[src/hdl/kdh_pkg.sv]
// ----------------------------------------------------------------------------
// Key debounce and hold detector package
// Shared constants, register indexes, event codes and payload types.
// ----------------------------------------------------------------------------
`default_nettype none

package kdh_pkg;

	localparam int MAX_KEYS   = 3;
	localparam int NUM_KEYS   = 3;
	localparam int TIME_WIDTH = 32;
	localparam int HOLD_W     = 32;
	localparam int COUNT_W    = 7;
	localparam int CFG_IDX_W  = 3;
	localparam int CFG_DATA_W = 32;

	localparam logic [COUNT_W-1:0] COUNT_MIN = 7'd2;
	localparam logic [COUNT_W-1:0] COUNT_MAX = 7'd100;

	localparam logic [HOLD_W-1:0]  HOLD_RESET    = 32'd2000;
	localparam logic [MAX_KEYS-1:0] ACTIVE_RESET = 3'd0;
	localparam logic [COUNT_W-1:0] PRESS_RESET   = 7'd90;
	localparam logic [COUNT_W-1:0] RELEASE_RESET = 7'd30;

	localparam logic [CFG_IDX_W-1:0] REG_HOLD_KEY0     = 3'd0;
	localparam logic [CFG_IDX_W-1:0] REG_HOLD_KEY1     = 3'd1;
	localparam logic [CFG_IDX_W-1:0] REG_HOLD_KEY2     = 3'd2;
	localparam logic [CFG_IDX_W-1:0] REG_ACTIVE_LEVELS = 3'd3;
	localparam logic [CFG_IDX_W-1:0] REG_PRESS_THR     = 3'd4;
	localparam logic [CFG_IDX_W-1:0] REG_RELEASE_THR   = 3'd5;

	typedef enum logic [1:0] {
		EV_RELEASED = 2'd0,
		EV_PRESSED  = 2'd1,
		EV_HELD     = 2'd2
	} kdh_event_t;

	typedef struct packed {
		logic [HOLD_W-1:0]  hold_time;
		logic               active_level;
		logic [COUNT_W-1:0] press_thr;
		logic [COUNT_W-1:0] release_thr;
	} kdh_key_cfg_t;

	typedef struct packed {
		logic [2:0]  pin_levels;
		logic [31:0] now_time;
	} kdh_in_t;

	typedef struct packed {
		logic [1:0] key0_event;
		logic [1:0] key1_event;
		logic [1:0] key2_event;
		logic [2:0] keys_down;
	} kdh_out_t;

endpackage

`default_nettype wire

[src/hdl/kdh_cfg.sv]
// ----------------------------------------------------------------------------
// Key debounce configuration registers
// Holds the per-key hold intervals, active levels and the two thresholds.
// ----------------------------------------------------------------------------
`default_nettype none

module kdh_cfg (
	input  wire logic                              clk,
	input  wire logic                              arst_n,
	input  wire logic                              cfg_we,
	input  wire logic [kdh_pkg::CFG_IDX_W-1:0]     cfg_index,
	input  wire logic [kdh_pkg::CFG_DATA_W-1:0]    cfg_data,
	output kdh_pkg::kdh_key_cfg_t                  key_cfg [kdh_pkg::MAX_KEYS]
);

	logic [kdh_pkg::HOLD_W-1:0]   hold_q [kdh_pkg::MAX_KEYS];
	logic [kdh_pkg::MAX_KEYS-1:0] active_q;
	logic [kdh_pkg::COUNT_W-1:0]  press_q;
	logic [kdh_pkg::COUNT_W-1:0]  release_q;

	always_ff @(posedge clk or negedge arst_n) begin
		if (!arst_n) begin
			for (int k = 0; k < kdh_pkg::MAX_KEYS; k++) begin
				hold_q[k] <= kdh_pkg::HOLD_RESET;
			end
			active_q  <= kdh_pkg::ACTIVE_RESET;
			press_q   <= kdh_pkg::PRESS_RESET;
			release_q <= kdh_pkg::RELEASE_RESET;
		end else if (cfg_we) begin
			unique case (cfg_index)
				kdh_pkg::REG_HOLD_KEY0:     hold_q[0] <= cfg_data[kdh_pkg::HOLD_W-1:0];
				kdh_pkg::REG_HOLD_KEY1:     hold_q[1] <= cfg_data[kdh_pkg::HOLD_W-1:0];
				kdh_pkg::REG_HOLD_KEY2:     hold_q[2] <= cfg_data[kdh_pkg::HOLD_W-1:0];
				kdh_pkg::REG_ACTIVE_LEVELS: active_q  <= cfg_data[kdh_pkg::MAX_KEYS-1:0];
				kdh_pkg::REG_PRESS_THR:     press_q   <= cfg_data[kdh_pkg::COUNT_W-1:0];
				kdh_pkg::REG_RELEASE_THR:   release_q <= cfg_data[kdh_pkg::COUNT_W-1:0];
				default: begin
				end
			endcase
		end
	end

	always_comb begin
		for (int k = 0; k < kdh_pkg::MAX_KEYS; k++) begin
			key_cfg[k].hold_time    = hold_q[k];
			key_cfg[k].active_level = active_q[k];
			key_cfg[k].press_thr    = press_q;
			key_cfg[k].release_thr  = release_q;
		end
	end

endmodule

`default_nettype wire

[src/hdl/kdh_key.sv]
// ----------------------------------------------------------------------------
// Key debounce per-key unit
// Integrating counter, debounced state, hold timer and last event of one key.
// ----------------------------------------------------------------------------
`default_nettype none

module kdh_key (
	input  wire logic                              clk,
	input  wire logic                              arst_n,
	input  wire logic                              step,
	input  wire logic                              level,
	input  wire logic [kdh_pkg::TIME_WIDTH-1:0]    now,
	input  wire kdh_pkg::kdh_key_cfg_t             cfg,
	output kdh_pkg::kdh_event_t                    event_next,
	output logic                                   pressed_next
);

	logic [kdh_pkg::COUNT_W-1:0]    count_q;
	logic                           pressed_q;
	logic [kdh_pkg::TIME_WIDTH-1:0] hold_start_q;
	kdh_pkg::kdh_event_t            event_q;

	logic [kdh_pkg::COUNT_W-1:0]    count_next;
	logic [kdh_pkg::TIME_WIDTH-1:0] hold_start_next;
	logic [kdh_pkg::TIME_WIDTH-1:0] elapsed;

	always_comb begin
		if (level == cfg.active_level) begin
			count_next = (count_q >= kdh_pkg::COUNT_MAX) ? kdh_pkg::COUNT_MAX
				: count_q + 7'd1;
		end else begin
			count_next = (count_q <= kdh_pkg::COUNT_MIN) ? kdh_pkg::COUNT_MIN
				: count_q - 7'd1;
		end

		elapsed         = now - hold_start_q;
		pressed_next    = pressed_q;
		event_next      = event_q;
		hold_start_next = hold_start_q;

		if (!pressed_q) begin
			if (count_next > cfg.press_thr) begin
				pressed_next    = 1'b1;
				event_next      = kdh_pkg::EV_PRESSED;
				hold_start_next = now;
			end
		end else begin
			priority if (count_next < cfg.release_thr) begin
				pressed_next = 1'b0;
				event_next   = kdh_pkg::EV_RELEASED;
			end else if (kdh_pkg::HOLD_W'(elapsed) >= cfg.hold_time) begin
				event_next      = kdh_pkg::EV_HELD;
				hold_start_next = now;
			end
		end
	end

	always_ff @(posedge clk or negedge arst_n) begin
		if (!arst_n) begin
			count_q      <= kdh_pkg::COUNT_MIN;
			pressed_q    <= 1'b0;
			hold_start_q <= '0;
			event_q      <= kdh_pkg::EV_RELEASED;
		end else if (step) begin
			count_q      <= count_next;
			pressed_q    <= pressed_next;
			hold_start_q <= hold_start_next;
			event_q      <= event_next;
		end
	end

	// The integrating counter never leaves its saturation range.
	a_count_range: assert property (@(posedge clk) disable iff (!arst_n)
		(count_q >= kdh_pkg::COUNT_MIN) && (count_q <= kdh_pkg::COUNT_MAX))
		else $error("bounce counter out of range");

endmodule

`default_nettype wire

[src/hdl/key_debounce_hold_detector.sv]
// ----------------------------------------------------------------------------
// Key debounce and hold detector
// Debounces three keys with integrating counters and reports press, release
// and repeated hold events together with the debounced key state.
// ----------------------------------------------------------------------------
// One request per clock is taken, at a sustained rate of one per cycle while
// the input is not stalled. Each request is captured in an input register,
// the per-key counters, states and hold timers are updated from it when it
// moves on, and the result is held in an output register written on that same
// edge. A stalled output holds the output register and, once the input
// register is also full, stalls the input; the configuration registers are
// written through the plain write port at once.
`default_nettype none

module key_debounce_hold_detector (
	input  wire logic                           clk,
	input  wire logic                           arst_n,
	input  wire logic                           in_valid,
	output logic                                in_stall,
	input  wire kdh_pkg::kdh_in_t               in_data,
	output logic                                out_valid,
	input  wire logic                           out_stall,
	output kdh_pkg::kdh_out_t                   out_data,
	input  wire logic                           cfg_we,
	input  wire logic [kdh_pkg::CFG_IDX_W-1:0]  cfg_index,
	input  wire logic [kdh_pkg::CFG_DATA_W-1:0] cfg_data
);

	kdh_pkg::kdh_key_cfg_t        key_cfg [kdh_pkg::MAX_KEYS];
	logic                         valid_s1;
	kdh_pkg::kdh_in_t             data_s1;
	logic                         advance;
	kdh_pkg::kdh_event_t          ev_next [kdh_pkg::MAX_KEYS];
	logic [kdh_pkg::MAX_KEYS-1:0] down_next;
	kdh_pkg::kdh_out_t            result;
	logic                         out_valid_q;
	kdh_pkg::kdh_out_t            out_data_q;

	kdh_cfg u_cfg (
		.clk       (clk),
		.arst_n    (arst_n),
		.cfg_we    (cfg_we),
		.cfg_index (cfg_index),
		.cfg_data  (cfg_data),
		.key_cfg   (key_cfg)
	);

	assign advance  = valid_s1 && (!out_valid_q || !out_stall);
	assign in_stall = valid_s1 && !advance;

	always_ff @(posedge clk or negedge arst_n) begin
		if (!arst_n) begin
			valid_s1 <= 1'b0;
		end else if (!in_stall) begin
			valid_s1 <= in_valid;
		end
	end

	always_ff @(posedge clk) begin
		if (in_valid && !in_stall) begin
			data_s1 <= in_data;
		end
	end

	for (genvar k = 0; k < kdh_pkg::MAX_KEYS; k++) begin : g_key
		if (k < kdh_pkg::NUM_KEYS) begin : g_used
			kdh_key u_key (
				.clk          (clk),
				.arst_n       (arst_n),
				.step         (advance),
				.level        (data_s1.pin_levels[k]),
				.now          (data_s1.now_time[kdh_pkg::TIME_WIDTH-1:0]),
				.cfg          (key_cfg[k]),
				.event_next   (ev_next[k]),
				.pressed_next (down_next[k])
			);
		end else begin : g_unused
			assign ev_next[k]   = kdh_pkg::EV_RELEASED;
			assign down_next[k] = 1'b0;
		end
	end

	always_comb begin
		result.key0_event = ev_next[0];
		result.key1_event = ev_next[1];
		result.key2_event = ev_next[2];
		result.keys_down  = down_next;
	end

	always_ff @(posedge clk or negedge arst_n) begin
		if (!arst_n) begin
			out_valid_q <= 1'b0;
		end else if (advance) begin
			out_valid_q <= 1'b1;
		end else if (!out_stall) begin
			out_valid_q <= 1'b0;
		end
	end

	always_ff @(posedge clk) begin
		if (advance) begin
			out_data_q <= result;
		end
	end

	assign out_valid = out_valid_q;
	assign out_data  = out_data_q;

	// A request waiting in the input register moves on whenever the output is free.
	a_no_needless_stall: assert property (@(posedge clk) disable iff (!arst_n)
		(valid_s1 && !out_valid_q) |-> !in_stall)
		else $error("input stalled while output register is empty");

	// An accepted request is always held in the input register on the next edge.
	a_accept_lands: assert property (@(posedge clk) disable iff (!arst_n)
		(in_valid && !in_stall) |=> valid_s1)
		else $error("accepted request lost");

	// A key reads as down exactly when its last event is not a release.
	a_down_matches_event: assert property (@(posedge clk) disable iff (!arst_n)
		out_valid |->
			(out_data.keys_down[0] == (out_data.key0_event != kdh_pkg::EV_RELEASED)) &&
			(out_data.keys_down[1] == (out_data.key1_event != kdh_pkg::EV_RELEASED)) &&
			(out_data.keys_down[2] == (out_data.key2_event != kdh_pkg::EV_RELEASED)))
		else $error("debounced state disagrees with last event");

endmodule

`default_nettype wire

[config.mk]
export PLATFORM = sky130hd
export DESIGN_NAME = key_debounce_hold_detector
export DESIGN_NICKNAME = d
export VERILOG_FILES = /design/src/hdl/kdh_pkg.sv /design/src/hdl/kdh_cfg.sv /design/src/hdl/kdh_key.sv /design/src/hdl/key_debounce_hold_detector.sv
export SDC_FILE = /design/constraint.sdc
export NUM_CORES = 1
export LEC_CHECK = 0
export BUFFER_PORTS_ARGS = -buffer_cell sky130_fd_sc_hd__buf_2
export CELL_PAD_IN_SITES_DETAIL_PLACEMENT = 1
export CELL_PAD_IN_SITES_GLOBAL_PLACEMENT = 1
export CORE_ASPECT_RATIO = 0.6
export CORE_MARGIN = 1.5
export CORE_UTILIZATION = 53
export DETAILED_ROUTE_END_ITERATION = 8
export PLACE_DENSITY = 0.95
export SYNTH_ARGS = -nofsm -noshare
export SYNTH_HDL_FRONTEND = slang
export SYNTH_SLANG_ARGS = --single-unit
[constraint.sdc]
create_clock -name clk -period 10.2 [get_ports clk]
set_input_delay 0 -clock clk [delete_from_list [all_inputs] [get_ports clk]]
set_output_delay 0 -clock clk [all_outputs]
set_load 0.005 [all_outputs]
==> results list, run 1 <==
* Critical register-to-register path startpoint: data_s1[0]$_DFFE_PP_
* # IOs: 86
- Drt first-iter violations: approximately 2200
- Hold Worst Slack: -0.00455 ns
* Share of async-settable or async-resettable flops after synthesis: 0.846
- Number of buffers on the longest clock path: 3
- The tree built by TritonCTS fans out to ~290 sinks.
* Global Route Usage Sum: 0.403
* Number of port buffers: 85
- DRC Markers: 0
* Leftover overflow at the end of global routing: 0
- After detailed routing, the total wire length is 81200 µm.
* Skew final: 0.0338 ns
* RSZ-0062 raised after global routing: no
* Max rail drop VDD: 277 µV
* Number of enable flip-flop cells after synthesis: 44
* Average footprint of a synthesized cell: roughly 9 µm²
- The pre-antenna-repair detailed-routing pass consisted of 6 iterations.
* DR WL/cell: 27.8 µm
* Type of origin of the critical path: register
- The number of cells on the worst reg-to-reg path is 22.
- Post-route fraction of the period consumed by the critical path: 0.670
- The kind of cell with the highest combined delay along the critical path is compound AO/OA/AOI/OAI gates.
- For this run, the post-layout net count is 2693.
* Nets in the synthesized netlist: between 2000 and 3000
* Number of levels the H-tree was split into: 1
- In this run the number of cells on the critical path is 22.
* Post-placement cell count: between 2000 and 3000
- Final GP Congestion: roughly 1
* Final Max Tran Viols: 0
- Total half-perimeter wirelength after legalization and detailed placement: 54200 µm
- Final std cells w/o fill: just under 3000
- Worst flop-to-flop path endpoint: g_key[2].g_used.u_key.hold_start_q[0]$_DFFE_PN0P_
* Post-Synthesis Cells: 2267
* Crit. Startpoint: data_s1[0]$_DFFE_PP_
- For this run, the slowest stage of the critical path takes 1.12 ns.
- The number of antenna violations at the first check in global routing is 7.
- Die outline height: 156 µm
- In this run the worst setup path terminates at g_key[2].g_used.u_key.hold_start_q[0]$_DFFE_PN0P_.
- Tightest Pin Transition: about 1.4 ns
* Global-route wire length before repair: between 100000 and 150000 µm
- Synth Register Bits: about 290
- Cell with the biggest individual delay on the critical path: o31ai_1
- Headroom to the max-slew limit: 0.0571
* Overall die width: 258 µm
* Number of distinct standard cells referenced by the synthesized netlist: 81
* Final number of setup-violating endpoints: 0
* Row count: 55
* Biggest fanout along the worst timing path: 32
* Proportion of layout cells with a drive suffix above 1: 0.109
* Maximum number of pins on one net before global-route repair: 156
* Req. time, crit path: 10.67 ns
- Die footprint: 40100 µm²
- Type of the worst setup path: register to register
- Total design power: 8.87 mW
- The tool flagged a number of max-cap violations equal to 0.
* Crit path buffers/inverters: 3
* Clock tree root driver cell: clkbuf_16
- Prior to clock tree synthesis, the placed netlist has a worst setup slack of 3.81 ns.
- Cell area after synthesis: ~21000 µm²
- Summed over all cells, the static leakage comes to 10.8 nW.
- Fin. Hold Viols: 1
* Final setup TNS: 0 ns
* Result of the run: finished with violations
* Placeable core area: between 30000 and 40000 µm²
* Kind of end point of the critical path: register
- Area added between synthesis and finish: 12.3%
- The signal on the critical path passes through inv_1 > ha_1 > inv_1 > fa_1 > a21o_1 > a21oi_1 > o211ai_1 > a31o_2 > nand4_1 > a21oi_1 > o21bai_1 > a211oi_1 > a311o_1 > ha_1 > nand4_1 > o21ai_0 > nand2_1 > o31ai_1 > nand2b_4 > a21oi_4 > buf_4 > mux2_1.
* Remaining number of nets flagged by the antenna check after routing: 0
- Final worst path period need: 6.83 ns
* Power per standard cell area: around 380 nW/µm²
- Data arrives at the worst endpoint at 7.30 ns.
* Clock transition at the registers of the reported paths: 0.07 ns
- Top FF cell, synth: dfrtp_1
- Clock tree from TritonCTS: yes
- Detailed-route vias per instance: around 6.8
- Class of the tightest hold or removal check: input port to asynchronous set/reset pin
* TritonCTS buffer count: 29
- CTS-repair resized insts: 0
- Maximum operating frequency: ~150 MHz
- Violated checks: negative hold slack
* Starting Density: 0.543
* Vias in the first global route: between 20000 and 25000
- Synthesis Warnings: 0
- The share of the Yosys chip area taken by registers is 0.358.
- The later pin in the worst-skew pair is clocked with a latency of 0.61 ns.
* Final setup margin: 3.37 ns
- For flop-to-flop paths, the worst setup slack is 3.37 ns.
- The final route contains 19700 vias.
[where the power goes]
part / internal (mW) / leakage [nW] / switching [mW]
sequential: 1.56 / 3.27 / 0.388
clock: 0.627 / 0.493 / 0.527
combinational: 2.14 / 7.07 / 3.63
[stage by stage]
step	instance area, µm²	utilization
floorplan	20600	-
CTS	23100	0.609
global route	23100	0.609
detailed placement	21500	0.565
global placement	21500	0.565
finish	23200	0.610
[final cells by class]
type	count	area (µm²)
inverters	240	901
flip-flops and latches	285	7390
clock inverters	16	136
fillers	4331	14800
clock buffers	38	832
diodes	5	12.5
multi-input cells	1650	12000
well taps	513	642
repair buffers	173	1290
[layer usage]
| layer | global-route usage | vias to the layer above | part of all wire |
|---|---|---|---|
| met5 | 0 | - | 0.00014 |
| li1 | - | 8313 | - |
| met2 | 0.610 | 1259 | 0.43 |
| met1 | 0.532 | 9827 | 0.41 |
| met4 | 0.163 | 2 | 0.042 |
| met3 | 0.133 | 314 | 0.12 |
[cell usage after synthesis (all sizes together) (18+ instances only)]
cell,instances,area (µm²)
edfxtp,44,1320
dfrtp,212,5310
o21bai,18,135
buf,18,129
nand2,212,796
a21oi,186,942
xor2,31,272
mux2,90,1130
nor2,93,349
a21o,90,676
xnor2,55,489
dfstp,29,762
a31oi,19,125
nor2b,18,113
nor3b,35,263
o21ai,174,871
nand4,58,363
clkbuf,74,278
nor3,21,105
ha,236,2950
nand2b,20,133
o21a,22,165
inv,240,901
o211ai,40,300
nand3,63,315
[flip-flops by register name (all words and copies together), names as in the netlist]
signal / count
u_cfg.release_q: 7
out_data: 9
data_s1: 35
u_cfg.press_q: 7
u_cfg.active_q: 3
g_key.g_used.u_key.hold_start_q: 96
g_key.g_used.u_key.pressed_q: 3
u_cfg.key_cfg: 96
valid_s1: 1
g_key.g_used.u_key.event_q: 6
out_valid: 1
g_key.g_used.u_key.count_q: 21
[worst min-delay path by stage]
stage / from / to
2_1_floorplan: arst_n / g_key[0].g_used.u_key.count_q[0]$_DFFE_PN0P_
3_3_place_gp: arst_n / g_key[2].g_used.u_key.count_q[0]$_DFFE_PN0P_
3_5_place_dp: arst_n / g_key[2].g_used.u_key.count_q[2]$_DFFE_PN0P_
4_1_cts: cfg_we / u_cfg.active_q[1]$_DFFE_PN0P_
5_1_grt: cfg_we / u_cfg.active_q[1]$_DFFE_PN0P_
6_report: arst_n / g_key[2].g_used.u_key.count_q[2]$_DFFE_PN0P_
[cells in the final DEF (no fill, tap or decap), types with 26 or more instances in the layout]
| cell type | count |
|---|---|
| inv_1 | 240 |
| ha_1 | 236 |
| nand2_1 | 211 |
| dfrtp_1 | 211 |
| a21oi_1 | 184 |
| o21ai_0 | 147 |
| nor2_1 | 93 |
| a21o_1 | 90 |
| buf_2 | 84 |
| dlygate4sd3_1 | 72 |
| nand3_1 | 63 |
| nand4_1 | 58 |
| xnor2_1 | 54 |
| edfxtp_1 | 44 |
| o211ai_1 | 40 |
| nor3b_1 | 34 |
| mux2_1 | 34 |
| xor2_1 | 31 |
| clkbuf_16 | 31 |
| mux2_4 | 30 |
| dfstp_2 | 29 |
| o21ai_1 | 26 |
| mux2_2 | 26 |
[logic make-up (layout without fill, tap and decap cells)]
| group | Yosys count | count (layout) | synth area share |
|---|---|---|---|
| simple gates | 589 | 589 | 0.143 |
| xor+xnor | 86 | 86 | 0.0369 |
| flops | 285 | 285 | 0.358 |
| mux | 96 | 96 | 0.0575 |
| compound gates | 640 | 640 | 0.195 |
| buf+inv | 332 | 467 | 0.0634 |
| fa+ha+maj | 239 | 239 | 0.146 |
| other cells | 0 | 5 | 0 |
[repair_timing]
action | CTS | global route
hold endpoints to repair | 236 | 0
hold buffers | 72 | 0
buffers inserted | 0 | 0
Note: power is estimated with default switching activity, not from simulation.
==> run 2: changes to the inputs <==
--- a/config.mk
+++ b/config.mk
@@ -10,9 +10,9 @@
 export CELL_PAD_IN_SITES_GLOBAL_PLACEMENT = 1
 export CORE_ASPECT_RATIO = 0.6
 export CORE_MARGIN = 1.5
-export CORE_UTILIZATION = 53
+export CORE_UTILIZATION = 45
 export DETAILED_ROUTE_END_ITERATION = 8
-export PLACE_DENSITY = 0.95
+export PLACE_DENSITY = 0.87
 export SYNTH_ARGS = -nofsm -noshare
 export SYNTH_HDL_FRONTEND = slang
 export SYNTH_SLANG_ARGS = --single-unit
==> constraint.sdc (replaced) <==
create_clock -name clk -period 5.8 [get_ports clk]
set_input_delay 0 -clock clk [delete_from_list [all_inputs] [get_ports clk]]
set_output_delay 0 -clock clk [all_outputs]
set_load 0.005 [all_outputs]
==> run 2 against run 1 <==
The run still ends with negative hold slack left. Count of clock-buffer cells in the layout increased by 8. Fmax up 21%. Design area increased by 2.6%. Worst hold slack gained 0.0043 ns. Sequential power rose by 76%. Die area up 17%. Sequential cell count unchanged. Sequential share of layout area is 0.81 points lower. Utilization down 8.2 points. Combinational power increased by 67%. Clock power increased by 88%. Via count fell by 4.3%. Critical endpoint is now g_key[0].g_used.u_key.hold_start_q[15]$_DFFE_PN0P_.
==> results list, run 2 (synthesis gave the netlist of run 1 again) <==
- Result of the run: finished with violations (unchanged).
- Violated checks: negative hold slack (unchanged)
* Remaining number of nets flagged by the antenna check after routing: 0 (unchanged)
- Number of port buffers: 85 (unchanged)
- The root cell of the clock tree is clkbuf_16 (unchanged).
- Type of origin of the critical path: register (unchanged)
- The worst voltage drop across the vdd grid was 275 µV (was 277 µV).
- Die outline height: 169 µm (was 156 µm)
- The number of design-rule violations left by the first detailed-router iteration is 1873 (was 2213).
- Headroom to the max-slew limit: 0.103 (was 0.0571)
- The sequential cell fraction of total power is 0.225 (was 0.220).
- The number of maximum-capacitance violations is 0 (unchanged).
* Post-route fraction of the period consumed by the critical path: 0.976 (was 0.670)
* Switching power share of the total: 0.481 (was 0.512)
* # IOs: 86 (unchanged)
* Number of antenna violations at the first check in global routing: 3 (was 7)
- The upper clock frequency limit is 177 MHz (was 146 MHz).
- The final setup violation count came to 0 (unchanged).
- Hold Worst Slack: -0.000291 ns (was -0.00455 ns)
- The internal portion of total power is 7.90 mW (was 4.33 mW).
- Number of buffers on the longest clock path: 3 (unchanged)
- Total leakage power: 11.1 nW (was 10.8 nW)
- The mean number of vias per cell was 6.21 (was 6.75).
- The core area was 45000 µm² (was 38000 µm²).
- The layout net count was 2737 (was 2693).
* Tightest Pin Transition: 1.34 ns (was 1.40 ns)
* Crit. Startpoint: g_key[0].g_used.u_key.hold_start_q[1]$_DFFE_PN0P_ (was data_s1[0]$_DFFE_PP_)
- The worst clock skew came to 0.0433 ns (was 0.0338 ns).
* Final setup TNS: 0 ns (unchanged)
* Total half-perimeter wirelength after legalization and detailed placement: 53500 µm (was 54200 µm)
- The net switching component of the power was 7.33 mW (was 4.54 mW).
- Type of the worst setup path: register to register (unchanged)
* Biggest fanout along the worst timing path: 16 (was 32)
- Leftover overflow at the end of global routing: 0 (unchanged)
- The post-detailed-route DRC marker count came to 0 (unchanged).
- Detailed-route wire length: 75200 µm (was 81200 µm)
- Share of power burned in combinational logic: 0.633 (was 0.650)
- The CTS tree was yes (unchanged).
* Starting Density: 0.458 (was 0.543)
- Crit path arrival time: 6.13 ns (was 7.30 ns)
- The total clock buffers created by CTS is 31 (was 29).
* Die footprint: 47200 µm² (was 40100 µm²)
- Filler cell count: 5185 (was 4331)
* Area added between synthesis and finish: 15.2% (was 12.3%)
- Maximum number of pins on one net before global-route repair: 150 (was 156)
- Most frequent cells in the layout: inv_1 (239), ha_1 (236), nand2_1 (211), dfrtp_1 (211), a21oi_1 (181) (was inv_1 (240), ha_1 (236), nand2_1 (211), dfrtp_1 (211), a21oi_1 (184)).
- Final GP Congestion: 0.943 (was 0.992)
- Clock transition at the registers of the reported paths: 0.09 ns (was 0.07 ns)
- The number of rows created at floorplan is 60 (was 55).
* Vias in the first global route: 19700 (was 20700)
- The final hold violation count came to 1 (unchanged).
* DR vias: 18900 (was 19700)
- The origin of the critical flop-to-flop path is g_key[0].g_used.u_key.hold_start_q[1]$_DFFE_PN0P_ (was data_s1[0]$_DFFE_PP_).
* Final worst path period need: 5.66 ns (was 6.83 ns)
- The x dimension of the die was 279 µm (was 258 µm).
- The critical path required time is 6.27 ns (was 10.67 ns).
- Power per standard cell area: 641 nW/µm² (was 383 nW/µm²)
- The final total power was 15.2 mW (was 8.87 mW).
- The TritonCTS sink count came to 285 (unchanged).
* Final Max Tran Viols: 0 (unchanged)
- Kind of end point of the critical path: register (unchanged)
- Proportion of layout cells with a drive suffix above 1: 0.127 (was 0.109)
- The wire length of the first global-routing pass is 115000 µm (was 124000 µm).
- The overall routing resource usage was 0.312 (was 0.403).
- DR WL/cell: 24.8 µm (was 27.8 µm)
- The number of iterations in the first detailed-routing pass was 7 (was 6).
* Number of levels the H-tree was split into: 1 (unchanged)
* Worst skew pair latency: 0.62 ns (was 0.61 ns)
* Most common cell after layout, fill and taps aside: inv_1 (unchanged)
- Part of the total power dissipated in the clock network: 0.142 (was 0.130)
- Class of the tightest hold or removal check: input port to asynchronous set/reset pin (unchanged)
## run 2: power by group through the flow
stage | logic [mW] | registers [mW] | clock network (mW)
4_1_cts | 9.16 | 3.38 | 2.15
5_1_grt | 10.5 | 3.50 | 2.24
3_3_place_gp | 8.34 | 3.33 | 0
3_5_place_dp | 9.01 | 3.40 | 0
2_1_floorplan | 6.62 | 3.07 | 0
6_report | 9.64 | 3.43 | 2.16
## run 2: path summary, 6_finish.rpt
path / to / slack, ns / cells past startpoint
max: g_key[0].g_used.u_key.hold_start_q[15]$_DFFE_PN0P_ / 0.14 / 21
min: u_cfg.key_cfg[73]$_DFFE_PN0P_ / -0.0003 / 2
max reg2reg: g_key[0].g_used.u_key.hold_start_q[15]$_DFFE_PN0P_ / 0.14 / 21
min reg2reg: g_key[0].g_used.u_key.event_q[0]$_DFFE_PN0P_ / 0.50 / 1
max in group asynchronous: g_key[1].g_used.u_key.pressed_q$_DFFE_PN0P_ / 4.43 / 3
min in group clk: data_s1[31]$_DFFE_PP_ / 0.13 / 2
## run 2: layer usage
metal	wire length [µm]	global-route usage	up-vias
li1	-	-	8402
met1	34000	0.444	9528
met2	32400	0.479	766
met3	6360	0.0636	176
met4	2390	0.0914	2
met5	9	0	-
## run 2: metrics by stage
step / hold WS [ns] / cells / setup slack [ns] / util / area, µm²
after global placement: 0.0917 / 2893 / 0.412 / 0.484 / 21800
after CTS: 0.0599 / 3025 / 0.0796 / 0.524 / 23600
after floorplan: -0.296 / 2267 / 1.01 / - / 20600
after detailed placement: 0.0886 / 2893 / 0.127 / 0.484 / 21800
final: -0.000291 / 3037 / 0.142 / 0.528 / 23800
after global routing: 0.0798 / 3036 / -0.0626 / 0.527 / 23800
## run 2: repair_timing
item                                   in CTS  in global routing
buffers inserted                            0                  9
resized for setup                           0                 13
endpoints found under the hold margin     242                  0
hold buffers                               75                  0
setup endpoints to repair                   0                 99
## run 2: critical path, cell delays in order (launching register included)
cell and delay [ns]:
dfrtp_1 0.46, inv_1 0.14, ha_1 0.31, nor2b_1 0.18
o2111ai_1 0.16, a21oi_1 0.25, o21ai_1 0.15, or4_4 0.55
a21oi_2 0.22, nor3_1 0.14, or4_1 0.51, o211ai_1 0.13
ha_1 0.30, a21o_1 0.19, a21o_1 0.17, a21oi_1 0.14
o21ai_0 0.11, a21oi_1 0.23, o21ai_4 0.16, o221ai_4 0.36
buf_12 0.22, mux2_1 0.40
## run 2: cell type report
cell class                 count  area, µm²  share of cell area
multi-input combinational   1650      12000               0.505
sequential                   285       7390               0.311
timing repair buffer         215       1670              0.0703
clock buffer                  46        925              0.0389
inverter                     240        901              0.0379
tap                          589        737              0.0310
clock inverter                11        138             0.00579
antenna                        1       2.50            0.000105
